**src/hw/rtl/assert_macros.svh**
```systemverilog
// ---------------------------------------------------------------------------
// Assertion macros
// Shared concurrent assertion forms for the tile plane pixel fetch block.
// ---------------------------------------------------------------------------
`ifndef ASSERT_MACROS_SVH
`define ASSERT_MACROS_SVH

`ifndef NO_ASSERTIONS

`define TPF_ASSERT(lbl, clk, rst_n, prop) \
  lbl: assert property (@(posedge clk) disable iff (!rst_n) (prop)) \
    else $error("assertion failed");

`define TPF_ASSERT_IMP(lbl, clk, rst_n, ante, cons) \
  lbl: assert property (@(posedge clk) disable iff (!rst_n) (ante) |-> (cons)) \
    else $error("assertion failed");

`define TPF_ASSERT_NXT(lbl, clk, rst_n, ante, cons) \
  lbl: assert property (@(posedge clk) disable iff (!rst_n) (ante) |=> (cons)) \
    else $error("assertion failed");

`else

`define TPF_ASSERT(lbl, clk, rst_n, prop)
`define TPF_ASSERT_IMP(lbl, clk, rst_n, ante, cons)
`define TPF_ASSERT_NXT(lbl, clk, rst_n, ante, cons)

`endif

`endif

```
**src/hw/rtl/tpf_pkg.sv**
```systemverilog
// ---------------------------------------------------------------------------
// Tile plane pixel fetch package
// Types, constants and register indexes shared by the plane fetch modules.
// ---------------------------------------------------------------------------
package tpf_pkg;

  // Memory depths must be powers of two.
  localparam int unsigned VRAM_WORDS  = 32768;
  localparam int unsigned VSRAM_WORDS = 64;
  localparam int unsigned VRAM_AW     = $clog2(VRAM_WORDS);
  localparam int unsigned VSRAM_AW    = $clog2(VSRAM_WORDS);

  localparam int unsigned ADDR_W     = 15;
  localparam int unsigned DATA_W     = 16;
  localparam int unsigned VS_W       = 11;
  localparam int unsigned HS_W       = 10;
  localparam int unsigned CFG_IDX_W  = 3;
  localparam int unsigned CFG_DATA_W = 15;

  localparam int unsigned QDEPTH   = 4;
  localparam int unsigned Q_PTR_W  = $clog2(QDEPTH);
  localparam int unsigned Q_CNT_W  = $clog2(QDEPTH + 1);

  localparam logic [ADDR_W-1:0] NT_WIDE_CLR = 15'h0400;

  localparam logic [1:0] PLANE_A   = 2'd0;
  localparam logic [1:0] PLANE_B   = 2'd1;
  localparam logic [1:0] PLANE_WIN = 2'd2;

  localparam logic [1:0] HS_WHOLE = 2'd0;
  localparam logic [1:0] HS_EIGHT = 2'd1;
  localparam logic [1:0] HS_CELL  = 2'd2;
  localparam logic [1:0] HS_LINE  = 2'd3;

  localparam logic [CFG_IDX_W-1:0] CFG_PLANE_KIND = 3'd0;
  localparam logic [CFG_IDX_W-1:0] CFG_HS_BASE    = 3'd1;
  localparam logic [CFG_IDX_W-1:0] CFG_HS_MODE    = 3'd2;
  localparam logic [CFG_IDX_W-1:0] CFG_VS_COL     = 3'd3;
  localparam logic [CFG_IDX_W-1:0] CFG_NT_BASE    = 3'd4;
  localparam logic [CFG_IDX_W-1:0] CFG_NT_SIZE    = 3'd5;
  localparam logic [CFG_IDX_W-1:0] CFG_PAT_BASE   = 3'd6;
  localparam logic [CFG_IDX_W-1:0] CFG_DISP_MODE  = 3'd7;

  typedef enum logic [1:0] {
    CMD_VRAM_WR  = 2'd0,
    CMD_VSRAM_WR = 2'd1,
    CMD_LINE     = 2'd2,
    CMD_PIXEL    = 2'd3
  } cmd_e;

  typedef enum logic [2:0] {
    ST_ISSUE   = 3'b001,
    ST_HSCROLL = 3'b010,
    ST_ATTR    = 3'b100
  } back_state_e;

  typedef struct packed {
    logic [1:0]        plane_kind;
    logic [ADDR_W-1:0] hs_base;
    logic [1:0]        hs_mode;
    logic              vs_col;
    logic [ADDR_W-1:0] nt_base;
    logic [3:0]        nt_size;
    logic [ADDR_W-1:0] pat_base;
    logic [1:0]        disp_mode;
  } cfg_t;

  typedef struct packed {
    logic [1:0]        command;
    logic [ADDR_W-1:0] mem_address;
    logic [DATA_W-1:0] mem_data;
    logic [8:0]        pixel_x;
    logic [8:0]        line_y;
    logic              field_bit;
  } in_req_t;

  typedef struct packed {
    logic [5:0] color_index;
    logic       priority_bit;
  } out_res_t;

  typedef struct packed {
    cmd_e              cmd;
    logic [ADDR_W-1:0] addr;
    logic [DATA_W-1:0] data;
    logic [8:0]        x;
    logic [8:0]        y;
    logic              fld;
    logic [VS_W-1:0]   vscroll;
  } job_t;

  typedef struct packed {
    logic [Q_CNT_W-1:0] count;
  } qstat_t;

endpackage

```
**src/hw/rtl/tpf_ram.sv**
```systemverilog
// ---------------------------------------------------------------------------
// Generic single-port RAM
// One read or write address per cycle, registered read data.
// ---------------------------------------------------------------------------
module tpf_ram #(
  parameter int unsigned Width = 16,
  parameter int unsigned Depth = 1024
) (
  input  logic                     clk_i,
  input  logic                     we_i,
  input  logic [$clog2(Depth)-1:0] addr_i,
  input  logic [Width-1:0]         wdata_i,
  output logic [Width-1:0]         rdata_o
);

  logic [Width-1:0] mem_q [Depth];
  logic [Width-1:0] rdata_q;

  always_ff @(posedge clk_i) begin
    if (we_i) begin
      mem_q[addr_i] <= wdata_i;
    end
    rdata_q <= mem_q[addr_i];
  end

  assign rdata_o = rdata_q;

endmodule

```
**src/hw/rtl/tpf_front.sv**
```systemverilog
// ---------------------------------------------------------------------------
// Front end
// Accepts requests, owns the vertical scroll memory and latch, and queues
// the remaining work with the vertical scroll resolved.
// ---------------------------------------------------------------------------
`include "assert_macros.svh"

module tpf_front (
  input  logic             clk_i,
  input  logic             rst_ni,
  input  tpf_pkg::cfg_t    cfg_i,
  input  logic             in_push_i,
  output logic             in_full_o,
  input  tpf_pkg::in_req_t in_req_i,
  input  tpf_pkg::qstat_t  qstat_i,
  output logic             q_push_o,
  output tpf_pkg::job_t    q_job_o
);
  import tpf_pkg::*;

  logic                accept;
  logic                is_win, is_b;
  logic                vs_we;
  logic [4:0]          vs_col;
  logic [6:0]          vs_idx;
  logic [VSRAM_AW-1:0] vs_addr;
  logic [VS_W-1:0]     vs_rdata;
  logic [VS_W-1:0]     vs_val;
  logic [Q_CNT_W:0]    occupancy;

  logic            s1_valid_q, s1_valid_d;
  in_req_t         s1_req_q;
  logic [VS_W-1:0] vlatch_q, vlatch_d;

  assign is_win = (cfg_i.plane_kind == PLANE_WIN);
  assign is_b   = (cfg_i.plane_kind == PLANE_B);
  assign accept = in_push_i && !in_full_o;

  assign occupancy = (Q_CNT_W+1)'(qstat_i.count) + (Q_CNT_W+1)'(s1_valid_q);
  assign in_full_o = occupancy >= (Q_CNT_W+1)'(QDEPTH);

  assign vs_we   = accept && (in_req_i.command == CMD_VSRAM_WR);
  assign vs_col  = cfg_i.vs_col ? in_req_i.pixel_x[8:4] : 5'd0;
  assign vs_idx  = {1'b0, vs_col, is_b};
  assign vs_addr = vs_we ? in_req_i.mem_address[VSRAM_AW-1:0] : vs_idx[VSRAM_AW-1:0];

  tpf_ram #(
    .Width(VS_W),
    .Depth(VSRAM_WORDS)
  ) u_vsram (
    .clk_i  (clk_i),
    .we_i   (vs_we),
    .addr_i (vs_addr),
    .wdata_i(in_req_i.mem_data[VS_W-1:0]),
    .rdata_o(vs_rdata)
  );

  assign s1_valid_d = accept && (in_req_i.command != CMD_VSRAM_WR);
  assign vs_val     = is_win ? vlatch_q : vs_rdata;

  always_comb begin
    vlatch_d = vlatch_q;
    if (s1_valid_q && (s1_req_q.command == CMD_PIXEL) && !is_win) begin
      vlatch_d = vs_rdata;
    end
  end

  always_ff @(posedge clk_i or negedge rst_ni) begin
    if (!rst_ni) begin
      s1_valid_q <= 1'b0;
      vlatch_q   <= '0;
    end else begin
      s1_valid_q <= s1_valid_d;
      vlatch_q   <= vlatch_d;
    end
  end

  always_ff @(posedge clk_i) begin
    if (accept) begin
      s1_req_q <= in_req_i;
    end
  end

  assign q_push_o        = s1_valid_q;
  assign q_job_o.cmd     = cmd_e'(s1_req_q.command);
  assign q_job_o.addr    = s1_req_q.mem_address;
  assign q_job_o.data    = s1_req_q.mem_data;
  assign q_job_o.x       = s1_req_q.pixel_x;
  assign q_job_o.y       = s1_req_q.line_y;
  assign q_job_o.fld     = s1_req_q.field_bit;
  assign q_job_o.vscroll = vs_val;

  `TPF_ASSERT_IMP(a_push_has_room, clk_i, rst_ni, q_push_o, qstat_i.count < Q_CNT_W'(QDEPTH))

endmodule

```
**config.mk**
```make
export PLATFORM = sky130hd
export DESIGN_NAME = tpf_front
export DESIGN_NICKNAME = d
export VERILOG_FILES = /design/src/hw/rtl/tpf_pkg.sv /design/src/hw/rtl/tpf_ram.sv /design/src/hw/rtl/tpf_front.sv
export VERILOG_INCLUDE_DIRS = /design/src /design/src/hw/rtl
export SDC_FILE = /design/constraint.sdc
export NUM_CORES = 1
export LEC_CHECK = 0
export BUFFER_PORTS_ARGS = -buffer_cell sky130_fd_sc_hd__buf_2
export CORE_UTILIZATION = 55
export CTS_BUF_LIST = sky130_fd_sc_hd__clkbuf_2 sky130_fd_sc_hd__clkbuf_4 sky130_fd_sc_hd__clkbuf_8
export CTS_CLUSTER_DIAMETER = 50
export DETAILED_ROUTE_END_ITERATION = 10
export PLACE_DENSITY_LB_ADDON = 0.1
export SLEW_MARGIN = 40
export SYNTH_ARGS = -nofsm -noshare
export SYNTH_HDL_FRONTEND = slang
export SYNTH_SLANG_ARGS = --single-unit
```
**constraint.sdc**
```tcl
create_clock -name clk_i -period 11.9 [get_ports clk_i]
set_clock_uncertainty 0.05 [all_clocks]
set_input_delay 0.595 -clock clk_i [delete_from_list [all_inputs] [get_ports clk_i]]
set_output_delay 0.595 -clock clk_i [all_outputs]
set_load 0.01 [all_outputs]
```
==> qor.yml <==
status: "finished, final reports clean"
initial_core_util: 0.559
dp_hpwl_um: 52300
ant_nets: 0
cts-htree-levels: 3
fin_ws_ns: 7.23
setup_viol: 0
numCtsBuffers: 119
clkTransAtPathRegs_ns: 0.06
place_area_sq_um: 32100
layout.nets: 2222
syn_nets: 1981
cp-end-kind: "flop"
postLayoutCellArea_sq_um: 34800
die_area_sq_um: 56000
worst-setup-path-type: "reg -> reg"
grt_max_degree: 66
critPathMaxFanout: 33
grt_pass1_wl_um: 133000
tns_ns: 0
ys_warn_count: 0
initialDrtViolationCount: 3123
clockBufferDepth: 3
grt-ovfl-total: 0
power_mw: 5.59
p_leak_nw: 11.5
power_density_nw_per_um2: 161
grt_use_total: 0.334
io_pins: 179
gp_congestion: 0.955
clk_latency_ns: 0.75
maxCapViolCount: 0
post-cts-setup-buffer-count: 0
antenna_found_initial: 7
synth_area_sq_um: 30300
min_period_ns: 4.67
fp-row-count: 85
hp-class: "in -> reg"
cts-root-buf: "clkbuf_8"
maxSlewViolCount: 0
worst_ir_drop_vdd_v: 0.0000787
drc_errors: 0
final_util: 0.643
cts.sinks: 779
drt-pass1-iter-count: 6
post_drt_wl_per_cell_um: 32.0
fmax_mhz: 214
synth-seq-cells: 779
ys_seq_area_frac: 0.767
period_share: 0.393
synth_cell_types: 74
grt_pass1_vias: 18890
final_cell_mix: "756 x edfxtp_1, 125 x buf_2, 121 x clkbuf_8"
die_w_um: 237
startpoint_type: "flop"
die-height_um: 237
synth_edf_count: 756
cts_tree: "done"
areaGrowthSynthToFinish_pct: 15.0
routed_wl_um: 93100
core_sq_um: 54100
syn-instance-count: 1867
critPathRequiredTime_ns: 12.43
worstPathArrival_ns: 5.21
vias_per_cell: 6.81
ctsResizeCount: 0
ys.flop_type: "edfxtp_1"
finalHoldViolations: 0
synthTopCellsByArea: "edfxtp_1 75%, o21ai_0 1.8%, a21boi_0 1.8%"
tightest_slew_ns: 1.05
async_reset_ff_frac: 0.0154
max_slew_margin: 0.295
synth_top_area_share: 0.750
layout-drive-gt1-share: 0.235
rsz0062_at_grt: "false"
syn_avg_cell_area_sq_um: 16.2
dpl_worst_slack_ns: 7.07
io_buffers: 125
num_vias: 19779
yosys.area.top_type: "edfxtp_1"
layout_commonest_cell: "edfxtp_1"
## per-layer routing
layer,global-route usage,part of all wire,vias to the layer above,wire length (um)
li1,-,-,8184,-
met1,0.476,0.39,9954,36400
met2,0.489,0.44,1427,41400
met3,0.0838,0.12,210,11500
met4,0.152,0.040,4,3750
met5,0,0.00028,-,26
## area by class of cell
class	count	area [sq um]
flip-flops and latches	779	23200
fillers	3877	19300
multi-input cells	939	6650
clock buffers	170	2030
repair buffers	255	1670
well taps	696	871
clock inverters	49	289
inverters	14	52.6
diodes	3	7.51
## critical path, cell delays in order (launching register included)
cell and delay [ns]:
dfrtp_1 0.41, and3_2 0.20, buf_4 0.28, o21ai_4 0.65, and2_1 0.22, buf_4 0.41, a21oi_1 0.10, o31ai_1 0.89
o2111ai_1 0.53, or4_1 0.71
## timing repair
action | in CTS | in global routing
hold buffers | 29 | 0
setup endpoints to repair | 0 | 0
hold endpoints to repair | 40 | 0
## Yosys cell counts (12+ instances only)
cell type,count
o2111ai_1,16
a2111oi_0,13
nand3_1,75
o21ai_0,110
a22oi_1,64
buf_1,16
dfrtp_1,12
a211oi_1,23
inv_1,14
o211ai_1,15
nand2b_1,13
buf_2,26
a21o_1,21
a222oi_1,39
o31ai_1,12
a221oi_1,60
nor3_1,14
mux2_2,28
clkbuf_1,85
a21oi_1,68
nand2_1,57
o211a_1,18
edfxtp_1,756
a21boi_0,72
nor2_1,65
## cells by family after synthesis
family | Yosys count | share of synthesized area
flip-flops | 779 | 0.767
AND/OR/NAND/NOR | 276 | 0.0458
buffers and inverters | 149 | 0.0212
AO/OA/AOI/OAI | 624 | 0.152
multiplexers | 39 | 0.0141
## sequential cells by signal, summed over array words and instances, names as in the netlist
signal,cells
u_vsram.mem_q,704
q_job_o,52
u_vsram.rdata_o,11
vlatch_q,11
q_push_o,1
## through the flow
stage / hold WS, ns / std cells
after floorplan: 0.249 / 1867
after global placement: 0.420 / 2652
after detailed placement: 0.424 / 2653
after CTS: 0.000239 / 2901
after global routing: 0.0226 / 2904
final: 0.0321 / 2905
## where the power goes
group	internal, mW	switching [mW]	total, mW
registers	3.04	0.0120	3.05
logic	0.114	0.266	0.380
clock network	1.14	1.02	2.16
## final timing paths
check / slack [ns] / startpoint / endpoint / depth (start not counted)
worst min register to register: 0.43 / u_vsram.rdata_o[9]$_DFF_P_ / vlatch_q[9]$_DFFE_PN0P_ / 1
worst max register to register: 7.23 / q_push_o$_DFF_PN0_ / u_vsram.rdata_o[7]$_DFF_P_ / 9
max in group asynchronous: 11.34 / rst_ni / q_push_o$_DFF_PN0_ / 2
min in group asynchronous: 0.22 / rst_ni / vlatch_q[9]$_DFFE_PN0P_ / 2
worst min-delay path: 0.03 / in_req_i[18] / q_job_o[29]$_DFFE_PP_ / 1
worst max-delay path: 7.23 / q_push_o$_DFF_PN0_ / u_vsram.rdata_o[7]$_DFF_P_ / 9
Note: power is estimated with default switching activity, not from simulation.
