===== src/hw/rtl/assert_macros.svh =====
// ---------------------------------------------------------------------------
// Assertion macros
// Shared concurrent assertion forms for the tile plane pixel fetch block.
// ---------------------------------------------------------------------------
`ifndef ASSERT_MACROS_SVH
`define ASSERT_MACROS_SVH

`ifndef NO_ASSERTIONS

`define TPF_ASSERT(lbl, clk, rst_n, prop) \
  lbl: assert property (@(posedge clk) disable iff (!rst_n) (prop)) \
    else $error("assertion failed");

`define TPF_ASSERT_IMP(lbl, clk, rst_n, ante, cons) \
  lbl: assert property (@(posedge clk) disable iff (!rst_n) (ante) |-> (cons)) \
    else $error("assertion failed");

`define TPF_ASSERT_NXT(lbl, clk, rst_n, ante, cons) \
  lbl: assert property (@(posedge clk) disable iff (!rst_n) (ante) |=> (cons)) \
    else $error("assertion failed");

`else

`define TPF_ASSERT(lbl, clk, rst_n, prop)
`define TPF_ASSERT_IMP(lbl, clk, rst_n, ante, cons)
`define TPF_ASSERT_NXT(lbl, clk, rst_n, ante, cons)

`endif

`endif


===== src/hw/rtl/tpf_pkg.sv =====
// ---------------------------------------------------------------------------
// Tile plane pixel fetch package
// Types, constants and register indexes shared by the plane fetch modules.
// ---------------------------------------------------------------------------
package tpf_pkg;

  // Memory depths must be powers of two.
  localparam int unsigned VRAM_WORDS  = 32768;
  localparam int unsigned VSRAM_WORDS = 64;
  localparam int unsigned VRAM_AW     = $clog2(VRAM_WORDS);
  localparam int unsigned VSRAM_AW    = $clog2(VSRAM_WORDS);

  localparam int unsigned ADDR_W     = 15;
  localparam int unsigned DATA_W     = 16;
  localparam int unsigned VS_W       = 11;
  localparam int unsigned HS_W       = 10;
  localparam int unsigned CFG_IDX_W  = 3;
  localparam int unsigned CFG_DATA_W = 15;

  localparam int unsigned QDEPTH   = 4;
  localparam int unsigned Q_PTR_W  = $clog2(QDEPTH);
  localparam int unsigned Q_CNT_W  = $clog2(QDEPTH + 1);

  localparam logic [ADDR_W-1:0] NT_WIDE_CLR = 15'h0400;

  localparam logic [1:0] PLANE_A   = 2'd0;
  localparam logic [1:0] PLANE_B   = 2'd1;
  localparam logic [1:0] PLANE_WIN = 2'd2;

  localparam logic [1:0] HS_WHOLE = 2'd0;
  localparam logic [1:0] HS_EIGHT = 2'd1;
  localparam logic [1:0] HS_CELL  = 2'd2;
  localparam logic [1:0] HS_LINE  = 2'd3;

  localparam logic [CFG_IDX_W-1:0] CFG_PLANE_KIND = 3'd0;
  localparam logic [CFG_IDX_W-1:0] CFG_HS_BASE    = 3'd1;
  localparam logic [CFG_IDX_W-1:0] CFG_HS_MODE    = 3'd2;
  localparam logic [CFG_IDX_W-1:0] CFG_VS_COL     = 3'd3;
  localparam logic [CFG_IDX_W-1:0] CFG_NT_BASE    = 3'd4;
  localparam logic [CFG_IDX_W-1:0] CFG_NT_SIZE    = 3'd5;
  localparam logic [CFG_IDX_W-1:0] CFG_PAT_BASE   = 3'd6;
  localparam logic [CFG_IDX_W-1:0] CFG_DISP_MODE  = 3'd7;

  typedef enum logic [1:0] {
    CMD_VRAM_WR  = 2'd0,
    CMD_VSRAM_WR = 2'd1,
    CMD_LINE     = 2'd2,
    CMD_PIXEL    = 2'd3
  } cmd_e;

  typedef enum logic [2:0] {
    ST_ISSUE   = 3'b001,
    ST_HSCROLL = 3'b010,
    ST_ATTR    = 3'b100
  } back_state_e;

  typedef struct packed {
    logic [1:0]        plane_kind;
    logic [ADDR_W-1:0] hs_base;
    logic [1:0]        hs_mode;
    logic              vs_col;
    logic [ADDR_W-1:0] nt_base;
    logic [3:0]        nt_size;
    logic [ADDR_W-1:0] pat_base;
    logic [1:0]        disp_mode;
  } cfg_t;

  typedef struct packed {
    logic [1:0]        command;
    logic [ADDR_W-1:0] mem_address;
    logic [DATA_W-1:0] mem_data;
    logic [8:0]        pixel_x;
    logic [8:0]        line_y;
    logic              field_bit;
  } in_req_t;

  typedef struct packed {
    logic [5:0] color_index;
    logic       priority_bit;
  } out_res_t;

  typedef struct packed {
    cmd_e              cmd;
    logic [ADDR_W-1:0] addr;
    logic [DATA_W-1:0] data;
    logic [8:0]        x;
    logic [8:0]        y;
    logic              fld;
    logic [VS_W-1:0]   vscroll;
  } job_t;

  typedef struct packed {
    logic [Q_CNT_W-1:0] count;
  } qstat_t;

endpackage


===== src/hw/rtl/tpf_res_queue.sv =====
// ---------------------------------------------------------------------------
// Result queue
// Holds finished pixel results until the receiver takes them.
// ---------------------------------------------------------------------------
module tpf_res_queue (
  input  logic              clk_i,
  input  logic              rst_ni,
  input  logic              push_i,
  input  tpf_pkg::out_res_t res_i,
  input  logic              pop_i,
  output tpf_pkg::out_res_t res_o,
  output tpf_pkg::qstat_t   stat_o
);
  import tpf_pkg::*;

  out_res_t           entries_q [QDEPTH];
  logic [Q_PTR_W-1:0] wr_ptr_q, wr_ptr_d;
  logic [Q_PTR_W-1:0] rd_ptr_q, rd_ptr_d;
  logic [Q_CNT_W-1:0] count_q, count_d;
  logic               do_push, do_pop;

  assign do_push = push_i && (count_q != Q_CNT_W'(QDEPTH));
  assign do_pop  = pop_i && (count_q != '0);

  always_comb begin
    wr_ptr_d = do_push ? wr_ptr_q + 1'b1 : wr_ptr_q;
    rd_ptr_d = do_pop ? rd_ptr_q + 1'b1 : rd_ptr_q;
    count_d  = count_q;
    if (do_push && !do_pop) begin
      count_d = count_q + 1'b1;
    end else if (!do_push && do_pop) begin
      count_d = count_q - 1'b1;
    end
  end

  always_ff @(posedge clk_i or negedge rst_ni) begin
    if (!rst_ni) begin
      wr_ptr_q <= '0;
      rd_ptr_q <= '0;
      count_q  <= '0;
    end else begin
      wr_ptr_q <= wr_ptr_d;
      rd_ptr_q <= rd_ptr_d;
      count_q  <= count_d;
    end
  end

  always_ff @(posedge clk_i) begin
    if (do_push) begin
      entries_q[wr_ptr_q] <= res_i;
    end
  end

  assign res_o        = entries_q[rd_ptr_q];
  assign stat_o.count = count_q;

endmodule


===== config.mk =====
export PLATFORM = sky130hd
export DESIGN_NAME = tpf_res_queue
export DESIGN_NICKNAME = d
export VERILOG_FILES = /design/src/hw/rtl/assert_macros.svh /design/src/hw/rtl/tpf_pkg.sv /design/src/hw/rtl/tpf_res_queue.sv
export SDC_FILE = /design/constraint.sdc
export NUM_CORES = 1
export LEC_CHECK = 0
export ABC_AREA = 1
export BUFFER_PORTS_ARGS = -buffer_cell sky130_fd_sc_hd__buf_2
export CAP_MARGIN = 25
export CORE_MARGIN = 3
export CORE_UTILIZATION = 25
export CTS_CLUSTER_DIAMETER = 100
export DETAILED_ROUTE_END_ITERATION = 16
export PLACE_DENSITY_LB_ADDON = 0.12
export SYNTH_ARGS = -nofsm -noshare
export SYNTH_HDL_FRONTEND = slang
export SYNTH_SLANG_ARGS = --single-unit
export TNS_END_PERCENT = 100

===== constraint.sdc =====
create_clock -name clk_i -period 2.5 [get_ports clk_i]
set_clock_uncertainty 0.1 [all_clocks]
set_input_delay 0 -clock clk_i [delete_from_list [all_inputs] [get_ports clk_i]]
set_output_delay 0 -clock clk_i [all_outputs]
set_load 0.02 [all_outputs]

==> reports/metrics.yaml, run 1 <==
floorplan:
  dieArea_sq_mm: 0.007462
  die_y_um: 86.38
  ios: 21
  core_region_area_sq_mm: 0.006096
  fp.dieW_um: 86.38
  start_util_pct: 26.50
  rows: 28
sta:
  setup_viol: 0
  fin_crit_sh_pct: 78.25
  hold_ws_ps: 358.9
  tightest_slew_ps: 540.5
  finalSetupTns_ps: 0
  worst_slack_ps: 543.9
  maxSlewViolCount: 0
  finalHoldViolations: 0
  slew-limit-headroom_pct: 63.92
  fmax_ghz: 0.5112
  min_period_ps: 1956
  rsz0062_at_grt: "no"
route:
  drc: 0
  wl_met1_um: 1288
  vias: 1069
  wl_per_cell_um: 11.64
  top_layer: "met4"
  drt_iter0_markers: 19
  wl_um: 2969
  wl_met3_um: 144
  antenna_left: 0
  wl_met2_um: 1484
  via_per_inst: 4.192
  drt_pass1_iterations: 5
worst_setup_path:
  end_kind: "flip-flop"
  crit_slowest_cell: "dfrtp_1"
  cp_cell_sequence: "inv_2, nand3_1, nand2_1, inv_2, ha_1, inv_1, fa_1, nand2_1, o21ai_1"
  max_stage_delay_ps: 450
  critical_path_arrival_ps: 2030
  setup.worst_path.start_class: "flip-flop"
  crit_fanout: 7
  worst_ep_required_time_ps: 2570
  criticalPathCategory: "reg -> reg"
logic_synthesis:
  ys_ff_latch: 35
  synthXorXnorAreaFrac_pct: 0.5422
  synth_fa_ha_area_share_pct: 5.112
  synth.area.top_cells: "edfxtp_1 52%, dfrtp_1 11%, nand2_1 8.8%, o211ai_2 7.0%, inv_1 4.6%"
  synth_top_family_by_area: "simple AND/OR/NAND/NOR gates"
  netlist_area_sq_mm: 0.001615
  yosys.area_share.simple_pct: 12.32
  ys_warn_count: 0
  synth_top_area_cell: "edfxtp_1"
  synth-compound-area-share_pct: 9.605
  synthCells: 141
  ys_types: 17
  yosysSeqAreaShare_pct: 62.90
  postSynthAreaPerCell_sq_um: 11.46
  synth_top_area_share_pct: 52.05
  synth.area.mux_share_pct: 0
  syn_nets: 158
placed_design:
  routabilityCongestion: 0.8066
  pre_cts_ws_ps: 538.2
  portBuffers: 20
  hpwlAfterDp_um: 2094
  dpl-instance-area_sq_mm: 0.001798
  placed_cells: 236
clock_network:
  clockRootBuffer: "clkbuf_8"
  cts_max_path_buffers: 2
  numCtsBuffers: 5
  clk_pin_slew_ps: 70
  cts_tree: "yes"
  clkSinkCount: 35
  postCtsSetupRepairBufs: 0
  clock_latency_ps: 280
  htreeDepth: 2
global_routing:
  grt.overflow.total: 0
  grt_max_degree: 30
  grtUsageTotal_pct: 9.135
  grt_pass1_vias: 1118
  grt_pass1_wl_um: 5112
  antenna_found_initial: 0
cells_and_area:
  area_growth_pct: 25.10
  diodes: 0
  fin_area_sq_mm: 0.002021
  fin_nets: 196
  drive_above_1_share_pct: 28.33
  stdcell_count: 255
  post-route-util_pct: 33.15
run_status:
  outcome: "finished, final reports clean"
pwr:
  pwr_density_cell_mw_per_mm2: 1154
  peakVddDrop_uv: 509.3
  p_total_mw: 2.331
  leakagePower_nw: 0.9040
worst_hold_path:
  hp-class: "in -> reg"
run:
  maxCapViolCount: 0
[area by class of cell]
class | count | area (sq um)
fillers | 624 | 4075
flip-flops and latches | 35 | 1016
multi-input cells | 72 | 445.4
repair buffers | 35 | 240.2
inverters | 30 | 112.6
well taps | 75 | 93.84
clock buffers | 5 | 68.82
clock inverters | 3 | 43.79
[cells by family after synthesis]
group | after synthesis
AO/OA/AOI/OAI | 15
XOR/XNOR | 1
adder cells (fa/ha/maj) | 6
buffers and inverters | 34
flip-flops | 35
AND/OR/NAND/NOR | 50
[cell usage after synthesis]
cell type	n
inv_2	10
nand2_1	38
fa_1	1
buf_12	1
buf_6	1
o211ai_1	5
nand3_1	7
xnor2_1	1
nand4_1	1
inv_1	20
nor2_1	4
dfrtp_1	7
buf_2	2
o211ai_2	9
edfxtp_1	28
o21ai_1	1
ha_1	5
[cells in the final DEF, fill, tap and decap left out, types with 4 or more instances in the layout]
master	n
buf_2	20
buf_4	4
clkbuf_8	5
dfrtp_1	7
dlygate4sd3_1	11
edfxtp_1	28
ha_1	5
inv_1	20
inv_2	10
nand2_1	38
nand3_1	7
nor2_1	4
o211ai_1	5
o211ai_2	9
[worst paths after layout]
path / start / to / slack (ps) / depth (start not counted)
max: stat_o[0] / stat_o[1] / 540 / 9
min reg2reg: rd_ptr_q[0] / rd_ptr_q[0] / 420 / 2
min in group asynchronous: rst_ni / rd_ptr_q[0] / 580 / 3
min: res_i[5] / entries_q[3][5] / 360 / 2
max in group asynchronous: rst_ni / rd_ptr_q[1] / 1460 / 3
max reg2reg: stat_o[0] / stat_o[1] / 540 / 9
[critical path, delay by kind of cell (launching register included)]
family                   cells  cell delay, ps
AO/OA/AOI/OAI                1              60
adder cells (fa/ha/maj)      2             620
buffers and inverters        3             220
flip-flops                   1             450
AND/OR/NAND/NOR              3             390
[power by group]
part / total [mW] / switching (mW) / leakage (nW) / internal, mW
registers: 0.895 / 0.108 / 0.341 / 0.787
logic: 0.937 / 0.605 / 0.505 / 0.332
clock network: 0.499 / 0.202 / 0.0581 / 0.297
[registers in the layout, indices dropped and copies added (netlist names)]
register,cells
rd_ptr_q,2
entries_q,28
stat_o,3
wr_ptr_q,2
[timing repair]
item / CTS / global route
resized for setup: 0 / 0
hold buffers: 11 / 0
endpoints found under the hold margin: 39 / 0
[metal layers]
layer | vias up | track usage [%]
met2 | 22 | 16.55
met3 | 5 | 2.947
met5 | - | 0
li1 | 537 | -
met1 | 505 | 9.675
met4 | 0 | 3.824
No activity file was read; power rests on OpenSTA's default activity.
==> inputs of run 2 (changes only) <==
ABC_AREA = 0   (was 1)
clock period = 2 ns   (was 2.5 ns; I/O delays follow)
==> run 2 against run 1 <==
Flip-flop and latch count unchanged. Cell count down 29%. Count of clock-buffer cells in the layout is the same. Largest cell class unchanged.
==> reports/metrics.yaml, run 2 <==
floorplan:
  ios: 21  # unchanged
  fp.dieW_um: 81.83  # was 86.38 um
  die_y_um: 81.83  # was 86.38 um
  core_region_area_sq_mm: 0.005335  # was 0.006096 sq mm
  rows: 26  # was 28
  dieArea_sq_mm: 0.006696  # was 0.007462 sq mm
  start_util_pct: 26.95  # was 26.50%
worst_setup_path:
  max_stage_delay_ps: 460  # was 450 ps
  criticalPathCategory: "reg -> reg"  # unchanged
  critical_path_arrival_ps: 2010  # was 2030 ps
  crit_slowest_cell: "dfrtp_2"  # was dfrtp_1
  cp_cell_sequence: "o31ai_4, ha_2, inv_2, fa_2, xor2_1, nor2_1, xor2_1"  # was inv_2, nand3_1, nand2_1, inv_2, ha_1, inv_1, fa_1, nand2_1, o21ai_1
  reg2reg_depth: 7  # was 9
  worst_ep_required_time_ps: 2110  # was 2570 ps
  critPathTopFamily: "adder cells"  # unchanged
  end_kind: "flip-flop"  # unchanged
  r2r_slack_ps: 100  # was 540 ps
  crit_fanout: 5  # was 7
  crit_top_cell: "xor2_1"
  crit_buf_inv: 1  # was 3
  worstReg2RegStart: "stat_o[1]"  # was stat_o[0]
  setup.worst_path.start_class: "flip-flop"  # unchanged
  rr_endpoint: "stat_o[2]"  # was stat_o[1]
clock_network:
  clkSinkCount: 35  # unchanged
  htreeDepth: 2  # unchanged
  clock_latency_ps: 280  # about the same
  clockRootBuffer: "clkbuf_8"  # unchanged
  cts_max_path_buffers: 2  # unchanged
  clk_pin_slew_ps: 70  # about the same
  cts_tree: "yes"  # unchanged
  numCtsBuffers: 5  # unchanged
logic_synthesis:
  netlist_area_sq_mm: 0.001438  # was 0.001615 sq mm
  syn_nets: 87  # was 158
  yosysSeqAreaShare_pct: 70.67  # was 62.90%
  postSynth.asyncResetShare_pct: 20.00  # unchanged
  ys_types: 18  # was 17
  postSynthAreaPerCell_sq_um: 20.54  # was 11.46 sq um
  synth_top_area_share_pct: 58.49  # was 52.05%
  yosysMostFrequentCell: "edfxtp_1"  # was nand2_1
  synth-edff-count: 28  # unchanged
  synth_top_area_cell: "edfxtp_1"  # unchanged
  synth.top_cells.by_count: "28 x edfxtp_1, 7 x dfrtp_1, 7 x mux4_2, 5 x ha_1"  # was 38 x nand2_1, 28 x edfxtp_1, 20 x inv_1, 10 x inv_2, 9 x o211ai_2
  ys_ff_latch: 35  # unchanged
  synth.area.top_cells: "edfxtp_1 58%, dfrtp_1 12%, mux4_2 11%, ha_1 4.4%, xnor2_1 2.4%"  # was edfxtp_1 52%, dfrtp_1 11%, nand2_1 8.8%, o211ai_2 7.0%, inv_1 4.6%
  ys_warn_count: 0  # unchanged
  synth_flop_cell: "edfxtp_1"  # unchanged
  synthCells: 70  # was 141
route:
  wl_per_cell_um: 13.83  # was 11.64 um
  vias: 731  # was 1069
  wl_um: 2503  # was 2969 um
  drt_pass1_iterations: 4  # was 5
  antenna_left: 0  # unchanged
  drt_iter0_markers: 26  # was 19
  via_per_inst: 4.039  # was 4.192
  drc: 0  # unchanged
sta:
  maxSlewViolCount: 0  # unchanged
  slew-limit-headroom_pct: 71.96  # was 63.92%
  fmax_ghz: 0.5276  # was 0.5112 GHz
  rsz0062_at_grt: "yes"  # was no
  fin_crit_sh_pct: 94.77  # was 78.25%
  min_period_ps: 1895  # was 1956 ps
  tightest_slew_ps: 420.5  # was 540.5 ps
  finalHoldViolations: 0  # unchanged
  setup_viol: 0  # unchanged
global_routing:
  grt_pass1_wl_um: 3884  # was 5112 um
  grt_pass1_vias: 718  # was 1118
  antenna_found_initial: 0  # unchanged
  grtUsageTotal_pct: 8.329  # was 9.135%
  grt.overflow.total: 0  # unchanged
  grt_max_degree: 13  # was 30
worst_hold_path:
  hold_end: "wr_ptr_q[0]"  # was entries_q[3][5]
  hold_path_startpoint: "push_i"  # was res_i[5]
  hp-class: "in -> reg"  # unchanged
  min_delay_path_depth: 4  # was 2
placed_design:
  placed_cells: 161  # was 236
  hpwlAfterDp_um: 1680  # was 2094 um
  routabilityCongestion: 0.6961  # was 0.8066
  portBuffers: 20  # unchanged
  dpl-instance-area_sq_mm: 0.001634  # was 0.001798 sq mm
cells_and_area:
  top_register: "entries_q"  # unchanged
  diodes: 0  # unchanged
  final_cell_mix: "28 x edfxtp_1, 20 x buf_2, 10 x dlygate4sd3_1, 7 x mux4_2"  # was 38 x nand2_1, 28 x edfxtp_1, 20 x inv_1, 20 x buf_2, 11 x dlygate4sd3_1
  fin_area_sq_mm: 0.001899  # was 0.002021 sq mm
  fin_nets: 127  # was 196
  area_growth_pct: 32.11  # was 25.10%
  drive_above_1_share_pct: 45.05  # was 28.33%
  layout_commonest_cell: "edfxtp_1"  # was nand2_1
  post-route-util_pct: 35.60  # was 33.15%
  largest_reg_flops: 28  # unchanged
  stdcell_count: 181  # was 255
run_status:
  outcome: "finished, final reports clean"  # unchanged
pwr:
  pwr_density_cell_mw_per_mm2: 1517  # was 1154 mW/mm^2
  p_total_mw: 2.881  # was 2.331 mW
  leakagePower_nw: 0.7052  # was 0.9040 nW
  peakVddDrop_uv: 589.7  # was 509.3 uV
run:
  maxCapViolCount: 0  # unchanged
==> run 2: what timing repair did <==
item | CTS | global route
resized for setup | 0 | 4
endpoints found under the hold margin | 37 | 0
hold buffers | 10 | 0
endpoints found under the setup margin | 0 | 2
buffers inserted | 0 | 2
==> run 2: area by class of cell <==
type	count	area [sq um]
clock inverter	3	67.56
multi-input combinational	30	407.9
tap	70	87.58
clock buffer	5	68.82
timing repair buffer	35	237.7
fill	529	3436
inverter	3	11.26
sequential	35	1018
==> run 2: per-layer routing <==
| metal | wire [um] | global-route usage [%] | part of all wire, % | vias up |
|---|---|---|---|---|
| li1 | - | - | - | 345 |
| met1 | 1173 | 10.73 | 47 | 365 |
| met2 | 1175 | 12.20 | 47 | 14 |
| met5 | 0 | 0 | 0 | - |
| met4 | 62 | 4.983 | 2.5 | 0 |
| met3 | 92 | 2.632 | 3.7 | 7 |
==> run 2: worst max path at each step <==
stage | end | cells past startpoint | startpoint
after floorplan | stat_o[2] | 7 | stat_o[0]
after global placement | stat_o[2] | 7 | stat_o[0]
after detailed placement | stat_o[2] | 7 | stat_o[0]
after CTS | stat_o[2] | 7 | stat_o[0]
after global routing | stat_o[2] | 7 | stat_o[1]
final | stat_o[2] | 7 | stat_o[1]
==> run 2: worst register-to-register path, cell delays in order, from the launching register on <==
cell and delay [ps]:
dfrtp_2 460, o31ai_4 270, ha_2 230, inv_2 40, fa_2 320, xor2_1 140
nor2_1 120, xor2_1 140
==> run 2: stage by stage <==
stage          setup TNS, ps  hold slack, ps  setup WS [ps]
6_report                   0           120.3          104.6
5_1_grt               -19.87           139.4         -19.87
4_1_cts                    0           119.5          27.58
3_3_place_gp               0          -248.4          71.67
3_5_place_dp               0          -244.4          22.44
2_1_floorplan              0          -395.6          14.27
==> run 2: where the power goes <==
| group | switching [mW] | total [mW] | internal [mW] |
|---|---|---|---|
| Sequential | 0.149 | 1.15 | 0.996 |
| Clock | 0.254 | 0.751 | 0.497 |
| Combinational | 0.510 | 0.984 | 0.473 |
==> run 2: cells by family after synthesis <==
logic type / synth area share [%]
fa+ha+maj: 5.744
flops: 70.67
buf+inv: 1.914
compound gates: 2.785
xor+xnor: 3.655
mux: 12.79
simple gates: 2.437
