[config.mk]
export PLATFORM = sky130hd
export DESIGN_NAME = tpf_cmd_queue
export DESIGN_NICKNAME = d
export VERILOG_FILES = /design/src/hw/rtl/assert_macros.svh /design/src/hw/rtl/tpf_pkg.sv /design/src/hw/rtl/tpf_cmd_queue.sv
export SDC_FILE = /design/constraint.sdc
export NUM_CORES = 1
export LEC_CHECK = 0
export BUFFER_PORTS_ARGS = -buffer_cell sky130_fd_sc_hd__clkbuf_2
export CELL_PAD_IN_SITES_DETAIL_PLACEMENT = 0
export CELL_PAD_IN_SITES_GLOBAL_PLACEMENT = 1
export CORE_UTILIZATION = 38
export CTS_CLUSTER_DIAMETER = 50
export DETAILED_ROUTE_END_ITERATION = 6
export PLACE_DENSITY_LB_ADDON = 0.2
export SKIP_CTS_REPAIR_TIMING = 1
export SYNTH_ARGS = -nofsm -noshare
export SYNTH_HDL_FRONTEND = slang
export SYNTH_SLANG_ARGS = --single-unit
[constraint.sdc]
create_clock -name clk_i -period 2.5 [get_ports clk_i]
set_input_delay 0.25 -clock clk_i [delete_from_list [all_inputs] [get_ports clk_i]]
set_output_delay 0.25 -clock clk_i [all_outputs]
set_load 0.01 [all_outputs]
[src/hw/rtl/assert_macros.svh]
// ---------------------------------------------------------------------------
// Assertion macros
// Shared concurrent assertion forms for the tile plane pixel fetch block.
// ---------------------------------------------------------------------------
`ifndef ASSERT_MACROS_SVH
`define ASSERT_MACROS_SVH

`ifndef NO_ASSERTIONS

`define TPF_ASSERT(lbl, clk, rst_n, prop) \
  lbl: assert property (@(posedge clk) disable iff (!rst_n) (prop)) \
    else $error("assertion failed");

`define TPF_ASSERT_IMP(lbl, clk, rst_n, ante, cons) \
  lbl: assert property (@(posedge clk) disable iff (!rst_n) (ante) |-> (cons)) \
    else $error("assertion failed");

`define TPF_ASSERT_NXT(lbl, clk, rst_n, ante, cons) \
  lbl: assert property (@(posedge clk) disable iff (!rst_n) (ante) |=> (cons)) \
    else $error("assertion failed");

`else

`define TPF_ASSERT(lbl, clk, rst_n, prop)
`define TPF_ASSERT_IMP(lbl, clk, rst_n, ante, cons)
`define TPF_ASSERT_NXT(lbl, clk, rst_n, ante, cons)

`endif

`endif

[src/hw/rtl/tpf_pkg.sv]
// ---------------------------------------------------------------------------
// Tile plane pixel fetch package
// Types, constants and register indexes shared by the plane fetch modules.
// ---------------------------------------------------------------------------
package tpf_pkg;

  // Memory depths must be powers of two.
  localparam int unsigned VRAM_WORDS  = 32768;
  localparam int unsigned VSRAM_WORDS = 64;
  localparam int unsigned VRAM_AW     = $clog2(VRAM_WORDS);
  localparam int unsigned VSRAM_AW    = $clog2(VSRAM_WORDS);

  localparam int unsigned ADDR_W     = 15;
  localparam int unsigned DATA_W     = 16;
  localparam int unsigned VS_W       = 11;
  localparam int unsigned HS_W       = 10;
  localparam int unsigned CFG_IDX_W  = 3;
  localparam int unsigned CFG_DATA_W = 15;

  localparam int unsigned QDEPTH   = 4;
  localparam int unsigned Q_PTR_W  = $clog2(QDEPTH);
  localparam int unsigned Q_CNT_W  = $clog2(QDEPTH + 1);

  localparam logic [ADDR_W-1:0] NT_WIDE_CLR = 15'h0400;

  localparam logic [1:0] PLANE_A   = 2'd0;
  localparam logic [1:0] PLANE_B   = 2'd1;
  localparam logic [1:0] PLANE_WIN = 2'd2;

  localparam logic [1:0] HS_WHOLE = 2'd0;
  localparam logic [1:0] HS_EIGHT = 2'd1;
  localparam logic [1:0] HS_CELL  = 2'd2;
  localparam logic [1:0] HS_LINE  = 2'd3;

  localparam logic [CFG_IDX_W-1:0] CFG_PLANE_KIND = 3'd0;
  localparam logic [CFG_IDX_W-1:0] CFG_HS_BASE    = 3'd1;
  localparam logic [CFG_IDX_W-1:0] CFG_HS_MODE    = 3'd2;
  localparam logic [CFG_IDX_W-1:0] CFG_VS_COL     = 3'd3;
  localparam logic [CFG_IDX_W-1:0] CFG_NT_BASE    = 3'd4;
  localparam logic [CFG_IDX_W-1:0] CFG_NT_SIZE    = 3'd5;
  localparam logic [CFG_IDX_W-1:0] CFG_PAT_BASE   = 3'd6;
  localparam logic [CFG_IDX_W-1:0] CFG_DISP_MODE  = 3'd7;

  typedef enum logic [1:0] {
    CMD_VRAM_WR  = 2'd0,
    CMD_VSRAM_WR = 2'd1,
    CMD_LINE     = 2'd2,
    CMD_PIXEL    = 2'd3
  } cmd_e;

  typedef enum logic [2:0] {
    ST_ISSUE   = 3'b001,
    ST_HSCROLL = 3'b010,
    ST_ATTR    = 3'b100
  } back_state_e;

  typedef struct packed {
    logic [1:0]        plane_kind;
    logic [ADDR_W-1:0] hs_base;
    logic [1:0]        hs_mode;
    logic              vs_col;
    logic [ADDR_W-1:0] nt_base;
    logic [3:0]        nt_size;
    logic [ADDR_W-1:0] pat_base;
    logic [1:0]        disp_mode;
  } cfg_t;

  typedef struct packed {
    logic [1:0]        command;
    logic [ADDR_W-1:0] mem_address;
    logic [DATA_W-1:0] mem_data;
    logic [8:0]        pixel_x;
    logic [8:0]        line_y;
    logic              field_bit;
  } in_req_t;

  typedef struct packed {
    logic [5:0] color_index;
    logic       priority_bit;
  } out_res_t;

  typedef struct packed {
    cmd_e              cmd;
    logic [ADDR_W-1:0] addr;
    logic [DATA_W-1:0] data;
    logic [8:0]        x;
    logic [8:0]        y;
    logic              fld;
    logic [VS_W-1:0]   vscroll;
  } job_t;

  typedef struct packed {
    logic [Q_CNT_W-1:0] count;
  } qstat_t;

endpackage

[src/hw/rtl/tpf_cmd_queue.sv]
// ---------------------------------------------------------------------------
// Command queue
// Short queue of classified requests between the front and back ends.
// ---------------------------------------------------------------------------
module tpf_cmd_queue (
  input  logic          clk_i,
  input  logic          rst_ni,
  input  logic          push_i,
  input  tpf_pkg::job_t job_i,
  input  logic          pop_i,
  output tpf_pkg::job_t job_o,
  output tpf_pkg::qstat_t stat_o
);
  import tpf_pkg::*;

  job_t               entries_q [QDEPTH];
  logic [Q_PTR_W-1:0] wr_ptr_q, wr_ptr_d;
  logic [Q_PTR_W-1:0] rd_ptr_q, rd_ptr_d;
  logic [Q_CNT_W-1:0] count_q, count_d;
  logic               do_push, do_pop;

  assign do_push = push_i && (count_q != Q_CNT_W'(QDEPTH));
  assign do_pop  = pop_i && (count_q != '0);

  always_comb begin
    wr_ptr_d = do_push ? wr_ptr_q + 1'b1 : wr_ptr_q;
    rd_ptr_d = do_pop ? rd_ptr_q + 1'b1 : rd_ptr_q;
    count_d  = count_q;
    if (do_push && !do_pop) begin
      count_d = count_q + 1'b1;
    end else if (!do_push && do_pop) begin
      count_d = count_q - 1'b1;
    end
  end

  always_ff @(posedge clk_i or negedge rst_ni) begin
    if (!rst_ni) begin
      wr_ptr_q <= '0;
      rd_ptr_q <= '0;
      count_q  <= '0;
    end else begin
      wr_ptr_q <= wr_ptr_d;
      rd_ptr_q <= rd_ptr_d;
      count_q  <= count_d;
    end
  end

  always_ff @(posedge clk_i) begin
    if (do_push) begin
      entries_q[wr_ptr_q] <= job_i;
    end
  end

  assign job_o        = entries_q[rd_ptr_q];
  assign stat_o.count = count_q;

endmodule

==> results of run 1 <==
==> cells by family (layout without fill, tap and decap cells) <==
family          Yosys count  in the layout  share of synthesized area [%]
compound gates            1              1                          0.119
xor+xnor                  6              6                          0.553
fa+ha+maj                 6              6                          0.869
buf+inv                  17            263                           1.28
flops                   259            259                           81.5
mux                      65             65                           15.2
simple gates              9              9                          0.500
==> power groups by stage <==
| stage | Clock (mW) | Combinational [mW] | Sequential, mW |
|---|---|---|---|
| after floorplan | 0 | 2.64 | 6.00 |
| after global placement | 0 | 4.20 | 5.99 |
| after detailed placement | 0 | 4.23 | 6.06 |
| after CTS | 4.14 | 4.24 | 5.97 |
| after global routing | 4.31 | 4.54 | 6.03 |
| final | 4.03 | 4.16 | 5.96 |
==> cells in the mapped netlist <==
| master | count |
|---|---|
| xnor2_1 | 4 |
| nand2_1 | 1 |
| buf_4 | 1 |
| nor2_1 | 2 |
| or3_1 | 1 |
| xor2_1 | 2 |
| buf_2 | 7 |
| and2_1 | 4 |
| nand3_1 | 1 |
| buf_6 | 6 |
| fa_1 | 1 |
| dfrtp_1 | 7 |
| ha_1 | 5 |
| a21boi_2 | 1 |
| edfxtp_1 | 252 |
| mux4_2 | 63 |
| inv_1 | 3 |
| mux2_2 | 2 |
==> worst paths after layout <==
kind,cells after the start,start,endpoint,slack (ps)
max,3,rd_ptr_q[0]$_DFFE_PN0P_,job_o[17],170
min,2,rst_ni,stat_o[0]$_DFFE_PN0P_,110
max reg2reg,8,stat_o[0]$_DFFE_PN0P_,stat_o[2]$_DFFE_PN0P_,350
min reg2reg,1,stat_o[2]$_DFFE_PN0P_,stat_o[2]$_DFFE_PN0P_,550
max in group asynchronous,2,rst_ni,rd_ptr_q[0]$_DFFE_PN0P_,2200
min in group clk_i,3,push_i,wr_ptr_q[0]$_DFFE_PN0P_,200
==> cell type report <==
class                      instances  area (um^2)
clock buffer                      38          802
clock inverter                    13          120
fill                            2038        12100
inverter                           3         11.3
multi-input combinational         87         1650
sequential                       259         7750
tap                              324          405
timing repair buffer             209         1510
==> layer usage <==
layer	share of wire (%)	track usage, %	vias to the layer above
met2	49	23.4	98
met3	4.9	3.27	32
met4	1.9	4.37	0
met5	0	0	-
li1	-	-	2018
met1	44	18.5	2332
==> stage by stage <==
step           cells  cell area [um^2]
5_1_grt          933             12200
3_5_place_dp     817             10700
6_report         933             12200
2_1_floorplan    363              9500
4_1_cts          868             11600
3_3_place_gp     817             10700
==> worst max-delay path, stage by stage (launching register included) <==
cell,delay (ps)
dfrtp_4,420
buf_12,340
mux4_2,590
clkbuf_2,150
==> state kept, by name, summed over array words and instances, names as in the netlist <==
signal     count
rd_ptr_q       2
wr_ptr_q       2
stat_o         3
entries_q    252
==> key figures, run 1 <==
Floorplanning
  • Row Count: 57
  • Starting Density: between 30 and 40%
  • Core Area: between 0.02 and 0.025 mm^2
  • Die X: 160 um
  • Die Footprint: roughly 0.026 mm^2
  • Die span in y: about 160 um
  • Boundary Pins: roughly 130

Pwr
  • PD cells: around 1200 mW/mm^2
  • Sequential share of power: 42.1%
  • Leak: ~4.3 nW
  • Power Total: 14.1 mW
  • Switching pwr: 4.00 mW
  • Logic pwr share: ~30%
  • Switching share of total power: 28.3%
  • VDD IR max: 0.557 mV
  • Clk network pwr share: 28.5%
  • Internal Power: roughly 10 mW

Worst setup path
  • Startpoint Class: register
  • CP endpoint kind: output pin
  • CP max FO: 46
  • Critical Path AT: 2080 ps
  • Worst EP required: 2250 ps
  • Crit Path Class: reg -> out

Yosys
  • Mean Syn Cell Area: 26.2 um^2
  • Sequential area share after synthesis: 81.5%
  • Mapped Area: 0.00950 mm^2
  • Top cell type's share of synthesized area: 79.7%
  • Largest area contributor in the netlist: edfxtp_1
  • Synthesis Warnings: 0
  • Yosys cell types: 18
  • Synth top area cells: edfxtp_1, mux4_2, dfrtp_1, buf_6, ha_1
  • Synthesized instance count: 363
  • Number of synthesized register bits: 259
  • Net count after synthesis: 436

Placed design
  • PortBufs: 132
  • Dpl ws: 345 ps
  • Final GP Congestion: 0.668
  • HPWL after detailed placement: 10.5 mm

STA
  • Fmax: 430 MHz
  • Final WS setup: around 170 ps
  • Unrepaired setup endpoints after global routing: no
  • Final Critical Period: 2330 ps
  • Skew final: 9.39 ps
  • Final Max Tran Viols: 0
  • Hold Vio Cnt, Final: 0
  • Slew @ Worst Pin: 411 ps
  • Final Setup Violations: 0
  • Relative slew slack: between 70% and 80%
  • Worst hold slack: about 110 ps
  • Period Utilization, post-route: 93.1%
  • Setup TNS Final: 0 ps

Global routing
  • First-pass GRT wire length: 27.1 mm
  • GRT overflow: 0
  • Initial antenna violation count: 0
  • Tot GR Track Use: 14.1%
  • Largest net degree at the start of global routing: 47
  • Vias in the first global route: 4,757

Layout
  • ANT cells: 0
  • Nets: roughly 660
  • Most frequent cells in the layout: edfxtp_1, clkbuf_2, dlygate4sd3_1
  • Layout cells sized above 1: 42.0%
  • Synth-to-Final Area Change: 28.9%
  • Final Util: approximately half
  • Most common cell after layout, fill and taps aside: edfxtp_1

Clocking
  • CTS max path bufs: 3
  • TritonCTS buffer count: 30
  • Clk_lat worst skew: 530 ps
  • H-tree levels: 1
  • CTS tree: built
  • Root Driver: clkbuf_16
  • Reg clk slew, reported paths: 50 ps
  • CTS Sinks: 259

Worst hold path
  • HP Class: in -> async

Detailed routing
  • Via count: 4,480
  • Final WL: 17.8 mm
  • DRC Markers: 0
  • Antenna viol nets, final: 0
  • Routed len/inst: 19.1 um
  • TritonRoute pass-1 iters: 6
  • Vias per inst: 4.80
  • Drt first-iter violations: 229

Outcome
  • Status: finished, final reports clean

Job
  • Max Cap Viol: 0
No activity file was read; power rests on OpenSTA's default activity.
==> run 2: changes to the inputs <==
Settings changed: CORE_ASPECT_RATIO set to 1.4, PLACE_DENSITY set to 0.76, PLACE_DENSITY_LB_ADDON 0.2 to unset.
==> key figures, run 2 (synthesis results as in run 1) <==
STA
  • Relative slew slack: 61.8% (was 72.6%)
  • Fmax: 428 MHz (was 430 MHz)
  • Final Critical Period: 2340 ps (was 2330 ps)
  • Slew @ Worst Pin: 573 ps (was 411 ps)
  • Final Setup Violations: 0 (unchanged)
  • Period Utilization, post-route: 93.5% (was 93.1%)
  • Setup TNS Final: 0 ps (unchanged)
  • Final Max Tran Viols: 0 (unchanged)
  • Unrepaired setup endpoints after global routing: no (unchanged)
  • Skew final: 11.5 ps (was 9.39 ps)
  • Hold Vio Cnt, Final: 0 (unchanged)
  • Worst hold slack: 21.1 ps (was 111 ps)

Pwr
  • Clk network pwr share: 26.2% (was 28.5%)
  • Switching pwr: 3.93 mW (was 4.00 mW)
  • Internal Power: 9.91 mW (was 10.1 mW)
  • Leak: 4.24 nW (was 4.27 nW)
  • Sequential share of power: 44.2% (was 42.1%)
  • VDD IR max: 0.906 mV (was 0.557 mV)
  • Logic pwr share: 29.6% (was 29.4%)
  • Switching share of total power: 28.4% (was 28.3%)
  • PD cells: 1140 mW/mm^2 (was 1150 mW/mm^2)

Detailed routing
  • Via count: 4,467 (was 4,480)
  • Drt first-iter violations: 222 (was 229)
  • Vias per inst: 4.81 (was 4.80)
  • Final WL: 17.7 mm (was 17.8 mm)
  • DRC Markers: 0 (unchanged)
  • Antenna viol nets, final: 0 (unchanged)
  • TritonRoute pass-1 iters: 4 (was 6)
  • Routed len/inst: 19.1 um (about the same)

Clocking
  • Root Driver: clkbuf_16 (unchanged)
  • CTS Sinks: 259 (unchanged)
  • H-tree levels: 1 (unchanged)
  • Clk_lat worst skew: 510 ps (was 530 ps)
  • Reg clk slew, reported paths: 60 ps (was 50 ps)
  • CTS max path bufs: 3 (unchanged)
  • TritonCTS buffer count: 24 (was 30)
  • CTS tree: built (unchanged)

Floorplanning
  • Starting Density: 38.6% (was 38.9%)
  • Die span in y: 189 um (was 160 um)
  • Row Count: 68 (was 57)
  • Die X: 136 um (was 160 um)
  • Die Footprint: 0.0256 mm^2 (about the same)
  • Boundary Pins: 133 (unchanged)
  • Core Area: 0.0246 mm^2 (was 0.0244 mm^2)

Layout
  • Synth-to-Final Area Change: 27.7% (was 28.9%)
  • Most common cell after layout, fill and taps aside: edfxtp_1 (unchanged)
  • Biggest register: entries_q (unchanged)
  • Max reg flops: 252 (unchanged)
  • Final instance area: 0.0121 mm^2 (was 0.0122 mm^2)
  • Fillers: 1,942 (was 2,038)
  • Layout cells sized above 1: 43.1% (was 42.0%)
  • ANT cells: 0 (unchanged)
  • Nets: 669 (was 663)
  • Layout Cells excl Fill: 928 (was 933)
  • Most frequent cells in the layout: edfxtp_1, clkbuf_2, dlygate4sd3_1 (unchanged)
  • Final Util: 49.3% (was 50.2%)

Placed design
  • Final GP Congestion: 0.711 (was 0.668)
  • PortBufs: 132 (unchanged)
  • HPWL after detailed placement: 10.8 mm (was 10.5 mm)
  • Placed Instance Area: 0.0106 mm^2 (was 0.0107 mm^2)
  • Placed insts: 811 (was 817)

Global routing
  • GRT overflow: 0 (unchanged)
  • Largest net degree at the start of global routing: 37 (was 47)
  • Initial antenna violation count: 0 (unchanged)
  • First-pass GRT wire length: 26.4 mm (was 27.1 mm)
  • Vias in the first global route: 4,748 (was 4,757)
  • Tot GR Track Use: 13.8% (was 14.1%)

Worst setup path
  • CP max FO: 20 (was 46)
  • CP endpoint kind: output pin (unchanged)
  • Startpoint Class: register (unchanged)
  • Critical Path AT: 2090 ps (was 2080 ps)
  • Crit Path Class: reg -> out (unchanged)
  • Worst EP required: 2250 ps (about the same)

Outcome
  • Status: finished, final reports clean (unchanged)

Job
  • Max Cap Viol: 0 (unchanged)

Worst hold path
  • HP Class: in -> reg (was in -> async)
==> run 2: changes by cell type in the layout (fill, tap and decap cells not counted), moves of 2 or more <==
cell	before	now
buf_12	9	4
buf_4	3	21
clkbuf_1	7	2
clkbuf_16	31	25
clkinv_1	4	6
clkinv_4	2	0
==> run 2: metal layers <==
metal / part of all wire, % / wire length [um] / GRT usage, % / up-vias
li1: - / - / - / 2026
met5: 0 / 0 / 0 / -
met4: 2.5 / 435 / 5.23 / 0
met1: 38 / 6640 / 15.3 / 2319
met2: 56 / 9950 / 25.6 / 92
met3: 3.8 / 671 / 2.60 / 30
==> run 2: stage by stage <==
stage,setup WS (ps),total power [mW]
3_3_place_gp,442,10.1
3_5_place_dp,347,10.2
2_1_floorplan,421,8.64
6_report,162,13.8
5_1_grt,82.2,14.5
4_1_cts,-7.12,13.9
==> run 2: power groups by stage <==
stage | Combinational, mW | Sequential, mW | Clock [mW]
final | 4.10 | 6.12 | 3.62
after global placement | 3.92 | 6.18 | 0
after CTS | 3.98 | 6.17 | 3.71
after global routing | 4.44 | 6.20 | 3.84
after floorplan | 2.64 | 6.00 | 0
after detailed placement | 3.97 | 6.26 | 0
==> run 2: final cells by class <==
cell class	count	area (um^2)	area share, %
Sequential cell	259	7750	63.9
Multi-Input combinational cell	87	1650	13.6
Timing Repair Buffer	221	1540	12.7
Clock buffer	27	633	5.22
Tap cell	315	394	3.25
Clock inverter	16	156	1.29
Inverter	3	11.3	0.0928
==> run 2: path summary, 6_finish.rpt <==
path	start	end	slack (ps)	cells past startpoint
worst max-delay path	rd_ptr_q[0]$_DFFE_PN0P_	job_o[58]	160	3
worst min-delay path	pop_i	rd_ptr_q[1]$_DFFE_PN0P_	20	3
min in group asynchronous	rst_ni	wr_ptr_q[0]$_DFFE_PN0P_	130	2
worst min register to register	stat_o[2]$_DFFE_PN0P_	stat_o[2]$_DFFE_PN0P_	550	1
max in group asynchronous	rst_ni	rd_ptr_q[1]$_DFFE_PN0P_	2180	2
worst max register to register	stat_o[0]$_DFFE_PN0P_	stat_o[2]$_DFFE_PN0P_	340	8
==> run 2: worst max-delay path, cell delays in order (launching register included) <==
cell and delay (ps):
dfrtp_4 620, buf_12 250, mux4_2 560, clkbuf_2 150
==> run 3: changes to the inputs <==
Settings changed: CORE_ASPECT_RATIO 1.4 to 0.8, GPL_ROUTABILITY_DRIVEN set to 0.
==> key figures, run 3 (synthesis results as in run 1) <==
Layout
  • Layout Cells excl Fill: 931 (was 928)
  • FF/Latch Area: 0.00775 mm^2 (unchanged)
  • Most common cell after layout, fill and taps aside: edfxtp_1 (unchanged)
  • Biggest register: entries_q (unchanged)
  • Max reg flops: 252 (unchanged)
  • ANT cells: 0 (unchanged)
  • Most frequent cells in the layout: edfxtp_1, clkbuf_2, dlygate4sd3_1 (unchanged)
  • Nets: 669 (unchanged)
  • Fillers: 1,963 (was 1,942)
  • Synth-to-Final Area Change: 27.6% (was 27.7%)
  • Layout cells sized above 1: 42.6% (was 43.1%)
  • Area occupied by multi-input gates: 0.00165 mm^2 (unchanged)

Worst hold path
  • HP Class: in -> reg (unchanged)

Global routing
  • First-pass GRT wire length: 26.3 mm (was 26.4 mm)
  • GRT overflow: 0 (unchanged)
  • Largest net degree at the start of global routing: 39 (was 37)
  • Vias in the first global route: 4,680 (was 4,748)
  • Initial antenna violation count: 0 (unchanged)
  • Tot GR Track Use: 13.7% (was 13.8%)

Clocking
  • CTS tree: built (unchanged)
  • H-tree levels: 1 (unchanged)
  • TritonCTS buffer count: 26 (was 24)
  • CTS Sinks: 259 (unchanged)
  • Clk_lat worst skew: 520 ps (was 510 ps)
  • Root Driver: clkbuf_16 (unchanged)
  • CTS max path bufs: 3 (unchanged)
  • Reg clk slew, reported paths: 60 ps (about the same)

STA
  • Relative slew slack: 73.4% (was 61.8%)
  • Unrepaired setup endpoints after global routing: no (unchanged)
  • Final Critical Period: 2300 ps (was 2340 ps)
  • Final WS setup: 198 ps (was 162 ps)
  • Period Utilization, post-route: 92.1% (was 93.5%)
  • Fmax: 434 MHz (was 428 MHz)
  • Final Max Tran Viols: 0 (unchanged)
  • Final Setup Violations: 0 (unchanged)
  • Skew final: 8.98 ps (was 11.5 ps)
  • Slew @ Worst Pin: 397 ps (was 573 ps)
  • Hold Vio Cnt, Final: 0 (unchanged)

Detailed routing
  • TritonRoute pass-1 iters: 4 (unchanged)
  • Routed len/inst: 18.9 um (was 19.1 um)
  • Drt first-iter violations: 283 (was 222)
  • DRC Markers: 0 (unchanged)
  • Vias per inst: 4.89 (was 4.81)
  • Antenna viol nets, final: 0 (unchanged)
  • Via count: 4,555 (was 4,467)
  • Final WL: 17.6 mm (was 17.7 mm)

Worst setup path
  • CP max FO: 26 (was 20)
  • Crit Path Class: reg -> out (unchanged)
  • CP endpoint: job_o[44] (was job_o[58])
  • Critical Path AT: 2050 ps (was 2090 ps)
  • Buf/Inv on CP: 2 (unchanged)
  • CP endpoint kind: output pin (unchanged)
  • RR Startpoint: stat_o[0]$_DFFE_PN0P_ (unchanged)
  • Slowest CP cell: mux4_2 (was dfrtp_4)
  • Critical Path Start: rd_ptr_q[0]$_DFFE_PN0P_ (unchanged)
  • Critical path's largest stage delay: 560 ps (was 620 ps)
  • R2r setup slk: 410 ps (was 340 ps)
  • WP depth: 3 (unchanged)
  • Worst EP required: 2250 ps (about the same)
  • Startpoint Class: register (unchanged)
  • Number of cells on the worst reg-to-reg path: 8 (unchanged)
  • FF-to-FF End: stat_o[2]$_DFFE_PN0P_ (unchanged)
  • Cell Chain, Critical Path: buf_12 -> mux4_2 -> clkbuf_2 (unchanged)
  • CP top delay family: multiplexers (was flip-flops)

Floorplanning
  • Die span in y: 143 um (was 189 um)
  • Boundary Pins: 133 (unchanged)
  • Starting Density: 38.9% (was 38.6%)
  • Core Area: 0.0244 mm^2 (was 0.0246 mm^2)
  • Die X: 179 um (was 136 um)
  • Row Count: 51 (was 68)
  • Die Footprint: 0.0256 mm^2 (about the same)

Pwr
  • VDD IR max: 0.618 mV (was 0.906 mV)
  • Switching pwr: 3.94 mW (was 3.93 mW)
  • Switching share of total power: 28.8% (was 28.4%)
  • Power Total: 13.7 mW (was 13.8 mW)
  • Logic pwr share: 30.3% (was 29.6%)
  • Leak: 4.23 nW (was 4.24 nW)
  • Internal Power: 9.75 mW (was 9.91 mW)
  • Clk network pwr share: 25.3% (was 26.2%)
  • Sequential share of power: 44.4% (was 44.2%)
  • PD cells: 1130 mW/mm^2 (was 1140 mW/mm^2)

Placed design
  • Dpl ws: 405 ps (was 347 ps)
  • HPWL after detailed placement: 10.6 mm (was 10.8 mm)
  • PortBufs: 132 (unchanged)
  • Placed insts: 813 (was 811)

Outcome
  • Status: finished, final reports clean (unchanged)

Job
  • Max Cap Viol: 0 (unchanged)
run 3: cell count changes in the layout (fill, tap and decap cells not counted):
cell	previous run	this run
clkbuf_1	2	5
bufinv_16	3	0
buf_12	4	7
clkinvlp_4	2	1
clkbuf_16	25	27
clkinv_2	4	6
inv_6	1	0
buf_4	21	16
run 3: through the flow:
stage | util, % | setup TNS, ps | area [um^2] | hold slack [ps]
finish | 49.6 | 0 | 12100 | 23.2
global route | 49.6 | 0 | 12100 | 16.9
CTS | 46.7 | -263 | 11400 | -452
detailed placement | 43.6 | 0 | 10700 | 104
global placement | 43.6 | 0 | 10700 | 88.1
floorplan | - | 0 | 9500 | -45.6
run 3: layout make-up:
type	count	share of cell area (%)
Sequential cell	259	63.9
Multi-Input combinational cell	87	13.6
Timing Repair Buffer	219	12.9
Clock buffer	32	5.73
Tap cell	318	3.28
Clock inverter	13	0.496
Inverter	3	0.0929
run 3: power groups by stage:
| stage | Clock (mW) | Sequential [mW] | Combinational, mW |
|---|---|---|---|
| 2_1_floorplan | 0 | 6.00 | 2.64 |
| 3_3_place_gp | 0 | 6.17 | 3.97 |
| 3_5_place_dp | 0 | 6.25 | 4.03 |
| 4_1_cts | 3.56 | 6.16 | 4.04 |
| 5_1_grt | 3.72 | 6.17 | 4.52 |
| 6_report | 3.46 | 6.08 | 4.14 |
run 3: how the worst min path moves through the flow:
stage | endpoint | start | cells past startpoint | slack, ps
2_1_floorplan | rd_ptr_q[0]$_DFFE_PN0P_ | rst_ni | 0 | -50
3_3_place_gp | stat_o[0]$_DFFE_PN0P_ | rst_ni | 1 | 90
3_5_place_dp | stat_o[1]$_DFFE_PN0P_ | rst_ni | 1 | 100
4_1_cts | stat_o[2]$_DFFE_PN0P_ | rst_ni | 1 | -450
5_1_grt | rd_ptr_q[1]$_DFFE_PN0P_ | pop_i | 3 | 20
6_report | rd_ptr_q[1]$_DFFE_PN0P_ | pop_i | 3 | 20
run 3: metal layers:
metal / share of wire, % / vias up / track usage [%]
li1: - / 2026 / -
met1: 44 / 2397 / 17.7
met2: 50 / 101 / 23.4
met3: 3.9 / 31 / 3.20
met4: 2.1 / 0 / 3.57
met5: 0 / - / 0
run 3: worst reg2reg max path: stages (launching register included):
cell	delay, ps
dfrtp_1	440
or3_1	410
nand2_1	120
ha_1	190
inv_1	60
fa_1	370
xor2_1	170
nor2_1	110
xor2_1	150
